===== src/rtl/core/swld_ram.sv =====
// Generic RAM: one write port, two read ports with registered read data.
// Self-contained; no package needed.
module swld_ram #(
  parameter int WIDTH = 32,
  parameter int DEPTH = 8
) (
  input  logic                     clk,
  input  logic                     we,
  input  logic [$clog2(DEPTH)-1:0] waddr,
  input  logic [WIDTH-1:0]         wdata,
  input  logic [$clog2(DEPTH)-1:0] raddr_a,
  output logic [WIDTH-1:0]         rdata_a,
  input  logic [$clog2(DEPTH)-1:0] raddr_b,
  output logic [WIDTH-1:0]         rdata_b
);

  logic [WIDTH-1:0] mem [DEPTH];

  always_ff @(posedge clk) begin
    if (we) begin
      mem[waddr] <= wdata;
    end
    rdata_a <= mem[raddr_a];
    rdata_b <= mem[raddr_b];
  end

endmodule


===== config.mk =====
export PLATFORM = sky130hd
export DESIGN_NAME = swld_ram
export DESIGN_NICKNAME = d
export VERILOG_FILES = /design/src/rtl/core/swld_ram.sv
export SDC_FILE = /design/constraint.sdc
export NUM_CORES = 1
export LEC_CHECK = 0
export BUFFER_PORTS_ARGS = -buffer_cell sky130_fd_sc_hd__buf_4
export CORE_MARGIN = 1
export CORE_UTILIZATION = 60
export DETAILED_ROUTE_END_ITERATION = 12
export HOLD_SLACK_MARGIN = 0.03
export PLACE_DENSITY_LB_ADDON = 0.25
export SYNTH_ARGS = -nofsm -noshare
export SYNTH_HDL_FRONTEND = slang
export SYNTH_SLANG_ARGS = --single-unit

===== constraint.sdc =====
create_clock -name clk -period 4.4 [get_ports clk]
set_clock_uncertainty 0.2 [all_clocks]
set_input_delay 0.66 -clock clk [delete_from_list [all_inputs] [get_ports clk]]
set_output_delay 0.66 -clock clk [all_outputs]
set_load 0.02 [all_outputs]

==> summary.md <==
| Metric | Value |
|---|---|
| DRC violations left | 0 |
| Cts bufs inserted | 34 |
| CTS tree | built |
| Cell area power density | around 450 nW/um2 |
| Sink of the worst hold path | mem[6][9] |
| Cell area after layout | around 15,000 um2 |
| Effective utilization at floorplan | 0.619 |
| Full die area | 22,600 um2 |
| H-tree depth | 2 |
| Critical path's most frequent cell | sky130_fd_sc_hd__buf_4 |
| Clock Path Buffers | 3 |
| Endpoint of the lowest-slack register-to-register path | rdata_b[29] |
| Final GP Congestion | 0.707 |
| Number of warnings printed during yosys synthesis | 0 |
| Vias after detailed routing | between 6k and 7k |
| Number of rows created at floorplan | between 50 and 60 |
| DIE WIDTH | 150 um |
| Placed instance area | 14,200 um2 |
| Layout overhead on the synthesized area | 17.0% |
| Minimum period implied by the final worst setup slack | 2.09 ns |
| Max Transition Viols Final | 0 |
| Worst setup startpoint | waddr[2] |
| Startpoint type of the worst setup path | primary input |
| Final cell count without fillers | 981 |
| Global route overflow | 0 |
| Yosys top cell area share | 0.583 |
| Post-CTS Setup Inserts | 0 |
| Number of distinct library cell variants in the gate-level netlist after synthesis | 14 |
| Antenna violations before repair | 0 |
| Worst IR Drop VDD | ~0.43 mV |
| Final worst-path cycle share | 0.474 |
| Total of max-cap violations | 0 |
| Netlist Area Pre-Place | 13,200 um2 |
| Critical register-to-register path startpoint | mem[0][29] |
| Setup repair after global routing missed its margin | no |
| Detailed-placement wirelength estimate | 14,700 um |
| Average wire per cell in the routed design | roughly 27 um |
| Number of hold violations in the final report | 0 |
| Most frequent standard cell in the layout excluding fill and tap cells | sky130_fd_sc_hd__edfxtp_1 |
| Hold Crit Depth | 1 |
| Number of port buffers | 106 |
| Clock transition time at the flip-flop clock pins of the worst setup and hold paths | 0.06 ns |
| Sum of negative setup slack | 0 ns |
| Headroom to the max-slew limit | 0.387 |
| Arrival time of data at the critical path endpoint | 2.10 ns |
| Largest cells by area after synthesis | sky130_fd_sc_hd__edfxtp_1 58%, sky130_fd_sc_hd__mux4_1 16%, sky130_fd_sc_hd__dfxtp_1 9.7% |
| Cts-stage hold buffer count | 0 |
| Cell at the slowest stage of the critical path | sky130_fd_sc_hd__nor2_4 |
| Register-to-register path setup slack | 2.84 ns |
| Post-Syn Nets | 604 |
| Seq/Total Area, Yosys | 0.681 |
| Die Span Y | 150 um |
| Net total in the final layout | 723 |
| Worst setup path class | primary input to register |
| Endpoint kind of the worst setup timing path | register |
| Clock latency at the later pin of the worst-skew pair | 0.50 ns |
| Global-route wire length before repair | 39,400 um |
| Clock Root Buffer | sky130_fd_sc_hd__clkbuf_16 |
| Post-placement cell count | just over 900 |
| Finished Core Util | 0.724 |
| CP Cell Sequence | buf_4, nand2b_1, nor2_4, buf_4 |
| Synthesized area divided by synthesized cell count | around 23 um2 |
| Post-synthesis register bit count | 320 |
| Largest fanout on the critical path | 21 |
| Filler cell count | between 1k and 1.5k |
| Reg2reg path depth | 2 |
| Worst hold-check path type | primary input to register |
| Number of antenna-violating nets in the routed design | 0 |
| Number of antenna diodes | 0 |
| Longest individual stage delay on the worst path | about 0.72 ns |
| Number of instances in the synthesized netlist | 561 |
| Leakage component of the power | 0.00544 uW |
| Transition time of the tightest slew-check pin | 0.920 ns |
| Vias in the first global route | roughly 6.8k |
| Largest area contributor in the netlist | sky130_fd_sc_hd__edfxtp_1 |
| Worst Path Required | 4.41 ns |
| Boundary pin count | 107 |
| Routed vias/inst | 6.53 |
| Top library cells by usage in the layout, fill and taps aside | 256 x sky130_fd_sc_hd__edfxtp_1, 117 x sky130_fd_sc_hd__buf_4, 80 x sky130_fd_sc_hd__mux4_1, 64 x sky130_fd_sc_hd__mux2_2, 64 x sky130_fd_sc_hd__dfxtp_1 |
| Result of the run | finished clean |
| Floorplan Core Area | 21,300 um2 |
| Maximum number of pins on one net before global-route repair | 65 |
| # resized after CTS | 0 |
| DRT Wirelength | 26,400 um |
| Fraction of final layout cells sized beyond drive strength 1 | 0.412 |
| Total GRT Usage | 0.245 |
| Hold path start | wdata[9] |
| Final setup fails | 0 |
| F_max | 0.479 GHz |
| Number of sinks handled by clock tree synthesis | 320 |
| DRC violation total after the first TritonRoute iteration | roughly 440 |
| First-pass iteration count of the detailed router | 5 |
==> per-stage QoR <==
step	worst slack [ns]	power [uW]	hold slack, ns
2_1_floorplan	0.693	3890	0.459
4_1_cts	2.30	7070	0.161
5_1_grt	2.26	7230	0.162
3_5_place_dp	1.77	4140	0.488
6_report	2.31	7020	0.186
3_3_place_gp	1.83	4110	0.474
==> power by group <==
part | switching [uW] | leakage (uW) | internal, uW
registers | 59.9 | 0.00287 | 3410
clock network | 1140 | 0.000562 | 1810
logic | 296 | 0.00201 | 301
==> sequential cells by signal, indices dropped and copies added (netlist names) <==
| signal | cells |
|---|---|
| mem | 256 |
| rdata_b | 32 |
| rdata_a | 32 |
==> routing by layer <==
metal	up-vias	track usage	share of wire
li1	2713	-	-
met1	3357	0.314	0.39
met2	271	0.410	0.52
met3	61	0.0521	0.068
met4	0	0.100	0.030
met5	-	0	0
==> kinds of logic after synthesis <==
logic type / count (synthesis) / synth area share
DFF: 320 / 0.681
muxes: 192 / 0.296
buffers and inverters: 36 / 0.0185
and+or+nand+nor: 13 / 0.00446
==> layout make-up <==
cell class                      count  area (um2)  area share
Timing Repair Buffer              119         918      0.0596
Multi-Input combinational cell    205        4020       0.261
Sequential cell                   320        8970       0.582
Tap cell                          275         344      0.0223
Clock buffer                       46         980      0.0635
Clock inverter                     16         193      0.0125
==> worst max-delay path: cells and delay by family <==
kind	cells	cell delay (ns)
and+or+nand+nor	2	1.01
buffers and inverters	2	0.41
==> synthesized netlist by cell type <==
cell,n
sky130_fd_sc_hd__buf_1,18
sky130_fd_sc_hd__buf_2,2
sky130_fd_sc_hd__buf_6,14
sky130_fd_sc_hd__clkbuf_1,1
sky130_fd_sc_hd__clkbuf_2,1
sky130_fd_sc_hd__dfxtp_1,64
sky130_fd_sc_hd__edfxtp_1,256
sky130_fd_sc_hd__mux2_2,64
sky130_fd_sc_hd__mux4_1,80
sky130_fd_sc_hd__mux4_2,48
sky130_fd_sc_hd__nand2_1,2
sky130_fd_sc_hd__nand2b_1,3
sky130_fd_sc_hd__nor2_1,6
sky130_fd_sc_hd__nor3_1,2
==> worst max-delay path by stage <==
stage,cells after the start,endpoint,slack [ns]
floorplan,2,mem[0][0],0.69
global placement,4,mem[2][14],1.83
detailed placement,4,mem[2][14],1.77
CTS,4,mem[2][26],2.30
global route,4,mem[2][21],2.26
finish,4,mem[2][15],2.31
Power figures use the tool's default switching activity.
