`src/rtl/core/swld_pkg.sv`:
```
// Shared constants, types and widths for the sliding-window slope estimator.
// Used by every module under rtl/core but swld_ram; depends on nothing else.
package swld_pkg;

  localparam int MAX_WINDOW = 8;
  localparam int CHANNELS   = 4;
  localparam int SLOT_W     = $clog2(MAX_WINDOW);
  localparam int LEN_W      = 4;
  localparam int TIME_W     = 32;
  localparam int SAMPLE_W   = 16;
  localparam int SLOPE_W    = 32;
  localparam int ROW_W      = CHANNELS * SAMPLE_W;

  localparam logic [LEN_W-1:0] LEN_RESET = LEN_W'(3);
  localparam logic [LEN_W-1:0] LEN_MIN   = LEN_W'(2);
  localparam logic [LEN_W-1:0] LEN_MAX   = LEN_W'(MAX_WINDOW);

  // Microseconds to seconds (1e6) times four, from 14 to 16 fraction bits.
  localparam int K_W = 22;
  localparam logic [K_W-1:0] SLOPE_SCALE = K_W'(4000000);

  // Accumulator and divider widths.
  localparam int SQ_W   = 2 * TIME_W;
  localparam int PR_W   = TIME_W + 1 + SAMPLE_W + 1;
  localparam int DEN_W  = SQ_W + 6;
  localparam int NUM_W  = PR_W + 6;
  localparam int HALF_W = NUM_W / 2;
  localparam int PP_W   = HALF_W + K_W;
  localparam int PROD_W = NUM_W + K_W;
  localparam int REM_W  = PROD_W + 1;
  localparam int Q_W    = SLOPE_W + 1;
  localparam int DSH_W  = DEN_W + 1 + SLOPE_W;
  localparam int CNT_W  = $clog2(Q_W);

  localparam int QUEUE_DEPTH = 2;

  typedef enum logic {
    JOB_BLANK,
    JOB_FIT
  } job_kind_t;

  typedef struct packed {
    job_kind_t          kind;
    logic [SLOT_W-1:0]  oldest;
    logic [LEN_W-1:0]   len;
  } job_t;

endpackage

```
`src/rtl/core/swld_queue.sv`:
```
// Short job queue between front and back.
// Depends on swld_pkg for job_t and QUEUE_DEPTH.
module swld_queue (
  input  logic          clk,
  input  logic          rst,
  input  logic          push,
  input  swld_pkg::job_t push_data,
  output logic          full,
  input  logic          pop,
  output swld_pkg::job_t pop_data,
  output logic          empty
);
  import swld_pkg::*;

  localparam int Q_AW = (QUEUE_DEPTH > 1) ? $clog2(QUEUE_DEPTH) : 1;

  job_t              entries [QUEUE_DEPTH];
  logic [Q_AW-1:0]   rd_ptr;
  logic [Q_AW-1:0]   wr_ptr;
  logic [Q_AW:0]     count;

  assign full     = (count == (Q_AW + 1)'(QUEUE_DEPTH));
  assign empty    = (count == '0);
  assign pop_data = entries[rd_ptr];

  always_ff @(posedge clk) begin
    if (push) begin
      entries[wr_ptr] <= push_data;
    end
  end

  always_ff @(posedge clk) begin
    if (rst) begin
      rd_ptr <= '0;
      wr_ptr <= '0;
      count  <= '0;
    end else begin
      if (push) begin
        wr_ptr <= (wr_ptr == Q_AW'(QUEUE_DEPTH - 1)) ? '0 : wr_ptr + 1'b1;
      end
      if (pop) begin
        rd_ptr <= (rd_ptr == Q_AW'(QUEUE_DEPTH - 1)) ? '0 : rd_ptr + 1'b1;
      end
      case ({push, pop})
        2'b10:   count <= count + 1'b1;
        2'b01:   count <= count - 1'b1;
        default: count <= count;
      endcase
    end
  end

endmodule

```
`config.mk`:
```
export PLATFORM = sky130hd
export DESIGN_NAME = swld_queue
export DESIGN_NICKNAME = d
export VERILOG_FILES = /design/src/rtl/core/swld_pkg.sv /design/src/rtl/core/swld_queue.sv
export SDC_FILE = /design/constraint.sdc
export NUM_CORES = 1
export LEC_CHECK = 0
export BUFFER_PORTS_ARGS = -buffer_cell sky130_fd_sc_hd__clkbuf_2
export CORE_MARGIN = 10
export CORE_UTILIZATION = 52
export CTS_CLUSTER_SIZE = 8
export DETAILED_ROUTE_END_ITERATION = 10
export GPL_TIMING_DRIVEN = 0
export PLACE_DENSITY = 0.8
export SYNTH_ARGS = -nofsm -noshare
export SYNTH_HDL_FRONTEND = slang
export SYNTH_SLANG_ARGS = --single-unit
```
`constraint.sdc`:
```
create_clock -name clk -period 4.1 [get_ports clk]
set_clock_uncertainty 0.2 [all_clocks]
set_input_delay 0.82 -clock clk [delete_from_list [all_inputs] [get_ports clk]]
set_output_delay 0.82 -clock clk [all_outputs]
set_load 0.02 [all_outputs]
```
==> flow_summary.ini <==
[cts]
clock_path_buffers = 2
cts_resized = 0
numCtsBuffers = 3
cts_setup_buffers = 0
path_clk_slew_ns = 0.10
insertion_delay_ns = 0.28
clkSinkCount = 21
cts_tree = done
postCtsHoldBufs = 0
htree_levels = 1
cts_root_buf = clkbuf_4

[drt]
post_drt_via_cell_ratio = 4.977
dr_total_vias = 433
wl_per_cell_um = 14.45
initialDrtViolationCount = 7
drt-total-wl_mm = 1.257
route.detailed.drc = 0
first_pass_iters = 4
ant_nets = 0

[run]
maxCapViolCount = 0

[global_routing]
grt_usage_pct = 7.517
gr-total-overflow = 0
grt_pass1_vias = 464
grt_pass1_wl_mm = 2.014
grt_max_degree = 12
antenna_found_initial = 0

[pwr]
sw_frac_of_total_pct = 24.11
p_seq_share_pct = 61.1
combPwrFrac_pct = 16.7
power_switching_uw = 99.38
p_int_uw = 312.8
irDropWorstVdd_mv = 0.2412
power_leakage_nw = 0.3757
p_clk_share_pct = 22.2
power_density_mw_per_mm2 = 442.7
total_power_uw = 412.1

[timing]
finalHoldViolCount = 0
rsz0062_at_grt = no
setup_slack_ns = 1.759
tightest_slew_ns = 0.6684
drv_slew = 0
max_freq_ghz = 0.4272
period_share_pct = 57.09
setup_tns_ns = 0
setup_violations = 0
slew_headroom_pct = 55.27
period_needed_ns = 2.341

[yosys]
yosysSeqAreaShare_pct = 74.36
ys_warn_count = 0
syn-num-nets = 60
ys_seq_elements = 21
syn_area_um2 = 780.7
synth_cell_types = 14
syn_area_per_cell_um2 = 16.61
synth_cells = 47

[cells_and_area]
fill_cells = 101
layout_common_cells = clkbuf_2 (21), edfxtp_1 (16), mux2_2 (8)
n_antenna_cell = 0
multi_input_area_um2 = 191.4
register_area_um2 = 580.6
final_common_cell = clkbuf_2
syn_to_final_growth_pct = 19.23
fin_util_pct = 68.95
final_area_um2 = 930.9
finalNetCount = 86
final_layout_size_suffix_gt1_share_pct = 47.22

[run_status]
status = finished clean

[floorplanning]
initial_core_util_pct = 57.83
rows = 13
fp.dieW_um = 58.75
pin_count = 22
fp.dieArea_mm2 = 0.003452
die_y_um = 58.75
core_area_mm2 = 0.001350

[worst_setup_path]
crit_chain = buf_2, mux2_2, clkbuf_2
crit_type = flip-flop to output pin
max_stage_delay_ns = 0.36
endpoint_kind = output pin
cp-start-kind = flip-flop
crit_arrival_ns = 1.32
cpMaxStageDelayCell = mux2_2
cp.required_ns = 3.08
worst-path-max-fanout = 8

[placed_design]
port_buffers = 21
gp_congestion = 0.6593
dp_hpwl_um = 993.6
dpl_worst_slack_ns = 2.006
place_area_um2 = 904.6

[worst_hold_path]
min_path_type = flip-flop to flip-flop
==> cell type report <==
class / instances / share of cell area [%]
flip-flops and latches: 21 / 62.37
multi-input cells: 24 / 20.56
repair buffers: 21 / 11.29
clock buffers: 4 / 2.823
well taps: 15 / 2.016
plain buffers: 1 / 0.5376
inverters: 1 / 0.4032
==> through the flow <==
stage	hold WS (ns)	instances
floorplan	0.2615	47
global placement	0.2850	83
detailed placement	0.3022	83
CTS	0.3199	87
global route	0.3549	87
finish	0.3224	87
==> critical path: cells and delay by family (launching register included) <==
family	cells	cell delay [ns]
flops	1	0.32
mux	1	0.36
buf+inv	2	0.36
==> state kept, by name, summed over array words and instances (netlist names), named ones only <==
signal	cells
count	2
entries	16
rd_ptr	1
wr_ptr	1
==> cell usage after synthesis <==
cell      number  area share [%]
mux2_2         8              12
and2_1         1            0.80
nor2_1         6             2.9
xor2_1         1             1.1
and2b_2        1             1.1
o21ai_0        1            0.64
dfxtp_1        5              13
edfxtp_1      16              62
inv_1          1            0.48
xnor2_1        3             3.4
buf_2          1            0.64
or3_1          1            0.80
ha_1           1             1.6
a21oi_1        1            0.64
==> metal layers <==
layer	vias to the layer above	GRT usage [%]	routed length, um
met3	0	3.648	111
met2	12	13.06	653
met5	-	0	0
met4	0	2.951	0
li1	223	-	-
met1	198	7.487	491
==> power groups by stage <==
| stage | Clock (mW) | Sequential (mW) | Combinational (mW) |
|---|---|---|---|
| after global placement | 0 | 0.256 | 0.0688 |
| after global routing | 0.104 | 0.253 | 0.0753 |
| final | 0.0915 | 0.252 | 0.0690 |
| after CTS | 0.0955 | 0.252 | 0.0706 |
| after floorplan | 0 | 0.255 | 0.0468 |
| after detailed placement | 0 | 0.257 | 0.0704 |
==> worst paths after layout <==
kind | depth (start not counted) | slack [ns] | from | to
setup reg to reg | 1 | 2.67 | wr_ptr | entries[0][0]
setup / recovery | 3 | 1.76 | flip-flop | pop_data[4]
hold / removal | 2 | 0.32 | rd_ptr | rd_ptr
hold reg to reg | 2 | 0.32 | rd_ptr | rd_ptr
==> cells by family (layout without fill, tap and decap cells) <==
family          after synthesis  in the layout  synth area share [%]
compound gates                2              2                 1.281
xor+xnor                      4              4                 4.488
fa+ha+maj                     1              1                 1.602
buf+inv                       2             27                 1.121
flops                        21             21                 74.36
mux                           8              8                 11.54
simple gates                  9              9                 5.610
Note: power is estimated with default switching activity, not from simulation.
