$ cat src/rtl/core/swld_pkg.sv
// Shared constants, types and widths for the sliding-window slope estimator.
// Used by every module under rtl/core but swld_ram; depends on nothing else.
package swld_pkg;

  localparam int MAX_WINDOW = 8;
  localparam int CHANNELS   = 4;
  localparam int SLOT_W     = $clog2(MAX_WINDOW);
  localparam int LEN_W      = 4;
  localparam int TIME_W     = 32;
  localparam int SAMPLE_W   = 16;
  localparam int SLOPE_W    = 32;
  localparam int ROW_W      = CHANNELS * SAMPLE_W;

  localparam logic [LEN_W-1:0] LEN_RESET = LEN_W'(3);
  localparam logic [LEN_W-1:0] LEN_MIN   = LEN_W'(2);
  localparam logic [LEN_W-1:0] LEN_MAX   = LEN_W'(MAX_WINDOW);

  // Microseconds to seconds (1e6) times four, from 14 to 16 fraction bits.
  localparam int K_W = 22;
  localparam logic [K_W-1:0] SLOPE_SCALE = K_W'(4000000);

  // Accumulator and divider widths.
  localparam int SQ_W   = 2 * TIME_W;
  localparam int PR_W   = TIME_W + 1 + SAMPLE_W + 1;
  localparam int DEN_W  = SQ_W + 6;
  localparam int NUM_W  = PR_W + 6;
  localparam int HALF_W = NUM_W / 2;
  localparam int PP_W   = HALF_W + K_W;
  localparam int PROD_W = NUM_W + K_W;
  localparam int REM_W  = PROD_W + 1;
  localparam int Q_W    = SLOPE_W + 1;
  localparam int DSH_W  = DEN_W + 1 + SLOPE_W;
  localparam int CNT_W  = $clog2(Q_W);

  localparam int QUEUE_DEPTH = 2;

  typedef enum logic {
    JOB_BLANK,
    JOB_FIT
  } job_kind_t;

  typedef struct packed {
    job_kind_t          kind;
    logic [SLOT_W-1:0]  oldest;
    logic [LEN_W-1:0]   len;
  } job_t;

endpackage

$ cat src/rtl/core/swld_front.sv
// Front end: takes input words and the window length, writes the rings and
// queues one job per word. Depends on swld_pkg.
module swld_front (
  input  logic                              clk,
  input  logic                              rst,
  input  logic                              cfg_valid,
  output logic                              cfg_ready,
  input  logic [swld_pkg::LEN_W-1:0]        window_len,
  input  logic                              in_valid,
  output logic                              in_ready,
  input  logic                              restart,
  input  logic [swld_pkg::TIME_W-1:0]       sample_time,
  input  logic signed [swld_pkg::SAMPLE_W-1:0] sample_0,
  input  logic signed [swld_pkg::SAMPLE_W-1:0] sample_1,
  input  logic signed [swld_pkg::SAMPLE_W-1:0] sample_2,
  input  logic signed [swld_pkg::SAMPLE_W-1:0] sample_3,
  input  logic                              q_full,
  output logic                              q_push,
  output swld_pkg::job_t                    q_data,
  input  logic                              fit_done,
  output logic                              ring_we,
  output logic [swld_pkg::SLOT_W-1:0]       ring_waddr,
  output logic [swld_pkg::TIME_W-1:0]       time_wdata,
  output logic [swld_pkg::ROW_W-1:0]        row_wdata,
  output logic [swld_pkg::MAX_WINDOW-1:0]   slot_valid
);
  import swld_pkg::*;

  logic [LEN_W-1:0]  len_reg;
  logic [SLOT_W-1:0] write_index;
  logic              window_full;
  logic              fit_busy;

  logic [LEN_W-1:0]  eff_len;
  logic [SLOT_W-1:0] slot;
  logic [LEN_W-1:0]  slot_inc;
  logic              wrap;
  logic [SLOT_W-1:0] index_next;
  logic              accept;

  assign cfg_ready = 1'b1;
  assign in_ready  = !q_full && !fit_busy;
  assign accept    = in_valid && in_ready;

  always_comb begin
    if (len_reg < LEN_MIN) begin
      eff_len = LEN_MIN;
    end else if (len_reg > LEN_MAX) begin
      eff_len = LEN_MAX;
    end else begin
      eff_len = len_reg;
    end
    slot       = (LEN_W'(write_index) >= eff_len) ? '0 : write_index;
    slot_inc   = LEN_W'(slot) + LEN_W'(1);
    wrap       = (slot_inc >= eff_len);
    index_next = wrap ? '0 : slot_inc[SLOT_W-1:0];
  end

  always_comb begin
    q_push        = accept;
    q_data.oldest = index_next;
    q_data.len    = eff_len;
    q_data.kind   = (!restart && (wrap || window_full)) ? JOB_FIT : JOB_BLANK;
  end

  assign ring_we    = accept && !restart;
  assign ring_waddr = slot;
  assign time_wdata = sample_time;
  assign row_wdata  = {sample_3, sample_2, sample_1, sample_0};

  always_ff @(posedge clk) begin
    if (rst) begin
      len_reg     <= LEN_RESET;
      write_index <= '0;
      window_full <= 1'b0;
      slot_valid  <= '0;
      fit_busy    <= 1'b0;
    end else begin
      if (cfg_valid) begin
        len_reg <= window_len;
      end
      if (accept) begin
        if (restart) begin
          write_index <= '0;
          window_full <= 1'b0;
        end else begin
          write_index      <= index_next;
          slot_valid[slot] <= 1'b1;
          if (wrap) begin
            window_full <= 1'b1;
          end
        end
      end
      if (accept && q_data.kind == JOB_FIT) begin
        fit_busy <= 1'b1;
      end else if (fit_done) begin
        fit_busy <= 1'b0;
      end
    end
  end

  // The rings must not change under a fit in progress.
  a_hold_during_fit: assert property (@(posedge clk) disable iff (rst)
    (accept && q_data.kind == JOB_FIT) |=> !in_ready)
    else $error("front accepted a word while a fit was pending");

endmodule

$ cat config.mk
export PLATFORM = sky130hd
export DESIGN_NAME = swld_front
export DESIGN_NICKNAME = d
export VERILOG_FILES = /design/src/rtl/core/swld_pkg.sv /design/src/rtl/core/swld_front.sv
export SDC_FILE = /design/constraint.sdc
export NUM_CORES = 1
export LEC_CHECK = 0
export ABC_AREA = 1
export BUFFER_PORTS_ARGS = -buffer_cell sky130_fd_sc_hd__buf_4
export CAP_MARGIN = 25
export CORE_AREA = 2 2 87 89
export DETAILED_ROUTE_END_ITERATION = 10
export DIE_AREA = 0 0 89 91
export PLACE_DENSITY = 0.73
export SLEW_MARGIN = 20
export SYNTH_ARGS = -nofsm -noshare
export SYNTH_HDL_FRONTEND = slang
export SYNTH_SLANG_ARGS = --single-unit
$ cat constraint.sdc
create_clock -name clk -period 4.8 [get_ports clk]
set_clock_uncertainty 0.05 [all_clocks]
set_input_delay 0.96 -clock clk [delete_from_list [all_inputs] [get_ports clk]]
set_output_delay 0.96 -clock clk [all_outputs]
set_load 0.05 [all_outputs]
==> flow_summary.yaml <==
run_status:
  outcome: "completed"
clock_tree:
  holdBufCountCts: 0
  clkLatencyLatePin_ns: 0.25
  cts_buffers: 3
  cts_root_buf: "clkbuf_8"
  cts_buffer_depth: 2
  path_clk_slew_ns: 0.07
  htree_num_levels: 1
  cts_resized: 0
  cts_tree: "yes"
  postCtsSetupBuffers: 0
  clock_sink_count: 17
synth:
  synthFlopType: "dfxtp_1"
  synth.net_count: 349
  yosys.area_share.simple: 0.185
  synthArstFlopShare: 0
  ys_top_cells_by_area: "buf_4 43%, dfxtp_1 20%, ha_1 5.9%, inv_1 5.5%, nor2_1 5.1%"
  synth_top_area_share: 0.427
  synth-compound-area-share: 0.0602
  ys_ff_latch: 17
  synth_edf_count: 0
  synthAdderAreaFrac: 0.0587
  syn_inst: 234
  yosysUniqueCellTypes: 21
  avgSynthCellArea_sq_um: 7.29
  synth_mux_area_frac: 0
  synthXorXnorAreaFrac: 0
  synth_top_area_cell: "buf_4"
  synth_top_family_by_area: "buffers and inverters"
  synth_area_sq_um: 1710
  ys_seq_area_frac: 0.200
  ys_warn_count: 0
die:
  initial_core_util: 0.239
  pin_count: 226
  die_x_microns: 89
  chipHeight_microns: 91
  rows: 31
  core-area_sq_um: 7140
  dieArea_sq_um: 8100
global_route:
  first_global_vias: 1029
  top_usage_layer: "met2"
  gr-usage-met1: 0.0875
  met3_usage: 0.0245
  antenna_found_initial: 0
  use_met2: 0.132
  grt_usage: 0.0861
  overflow: 0
  grt_pass1_wl_microns: 5320
  grt_max_degree: 15
timing:
  rsz0062_at_grt: "false"
  setup_tns_ns: 0
  slew_violations: 0
  fin_ws_ns: 0.395
  fmax_ghz: 0.227
  hold_viol: 0
  relSlewSlack: 0.674
  fin_hold_ws_ns: 0.431
  tightest_slew_ns: 0.484
  setup_viol: 0
  finalCritPeriodShare: 0.918
  period_minus_slack_ns: 4.41
placed_design:
  pre_cts_ws_ns: 0.678
  place_congestion: 0.824
  port_buffers: 32
  post-dp-hpwl_microns: 2960
  placed_area_sq_um: 1350
cells_and_area:
  fin_area_sq_um: 1390
  layout_commonest_cell: "buf_4"
  nets: 287
  largest_register_ffs: 8
  drive_gt1_frac: 0.310
  diodes: 0
  area_growth_pct: -18.3
  mostFrequentLayoutCells: "32 x buf_4, 25 x inv_1, 21 x nor2_1"
worst_setup_path:
  r2r_cells: 20
  end_kind: "output pin"
  worst_r2r_endpoint: "write_index[0]$_SDFFE_PP0P_"
  startpoint_type: "flop"
  required_ns: 3.79
  r2r_setup_slack_ns: 1.59
  critPathLaunch: "len_reg[2]$_SDFFE_PP0P_"
  r2r_start: "len_reg[2]$_SDFFE_PP0P_"
  cp.arrival_ns: 3.40
  crit_fanout: 4
  crit_end: "q_data[7]"
  critPathKind: "flop to output pin"
route:
  drt_pass1_iterations: 4
  routed_via_density: 3.91
  post-route-drc-count: 0
  drt_iter0_markers: 25
  routedWlPerCell_microns: 13.0
  routed_wirelength_microns: 3510
  routed-via-count: 1057
  drtAntennaViolNets: 0
power_and_ir_drop:
  ir_drop_v: 0.000128
  p_leak_uw: 0.000680
  p_per_area_nw_per_um2: 257
  total_power_uw: 359
hold_path:
  hold_start: "slot_valid[3]$_SDFFE_PP0P_"
  worstHoldPathType: "flop to flop"
  hold_path_depth: 2
flow_run:
  drv_cap: 0
==> logic make-up (layout without fill, tap and decap cells) <==
family / count (synthesis) / in the layout
other cells: 1 / 1
flops: 17 / 17
fa+ha+maj: 8 / 8
buf+inv: 127 / 64
simple gates: 61 / 61
compound gates: 20 / 20
==> where the power goes <==
part / switching, uW / total [uW] / internal [uW]
clock: 49.6 / 107 / 57.6
sequential: 2.99 / 148 / 145
combinational: 72.4 / 104 / 31.2
total: 125 / 359 / 234
==> routing by layer <==
metal,vias to the layer above,part of all wire
met3,39,0.10
met5,-,0
met2,62,0.46
li1,496,-
met1,460,0.35
met4,0,0.090
==> per-stage QoR <==
stage,util,instances
2_1_floorplan,-,234
4_1_cts,0.195,270
3_3_place_gp,0.189,266
5_1_grt,0.195,270
6_report,0.195,270
3_5_place_dp,0.189,266
==> worst max-delay path: stages (launching register included) <==
cell and delay [ns]:
dfxtp_1 0.33, inv_1 0.07, o21ai_0 0.41, ha_1 0.33
nand2_1 0.07, nand3_1 0.09, nand2_2 0.12, nand3_4 0.11
inv_1 0.15, ha_1 0.19, inv_1 0.04, nand4_1 0.12
nand2_1 0.09, ha_1 0.29, nand4_1 0.08, nand3_1 0.16
inv_1 0.09, nand2_1 0.10, nand2_1 0.06, inv_1 0.05
buf_4 0.18
==> layout make-up <==
| type | count | area, sq um |
|---|---|---|
| fillers | 820 | 5740 |
| multi-input cells | 90 | 536 |
| flip-flops and latches | 17 | 340 |
| repair buffers | 32 | 240 |
| well taps | 99 | 124 |
| inverters | 28 | 108 |
| clock buffers | 3 | 41.3 |
| clock inverters | 1 | 5.00 |
==> how the worst min path moves through the flow <==
stage | slack (ns) | to
floorplan | 0.40 | len_reg[1]$_SDFFE_PP1P_
global placement | 0.41 | slot_valid[6]$_SDFFE_PP0P_
detailed placement | 0.41 | slot_valid[0]$_SDFFE_PP0P_
CTS | 0.43 | slot_valid[7]$_SDFFE_PP0P_
global route | 0.45 | slot_valid[6]$_SDFFE_PP0P_
finish | 0.43 | slot_valid[3]$_SDFFE_PP0P_
==> synthesized netlist by cell type (2+ instances only) <==
cell      instances
buf_4            97
inv_1            25
nor2_1           23
dfxtp_1          17
nand2_1          17
a21oi_1          14
ha_1              8
nand3_1           8
o21ai_0           5
nand2_2           4
nor2_4            3
clkbuf_1          2
inv_2             2
nand4_1           2
Power figures use the tool's default switching activity.
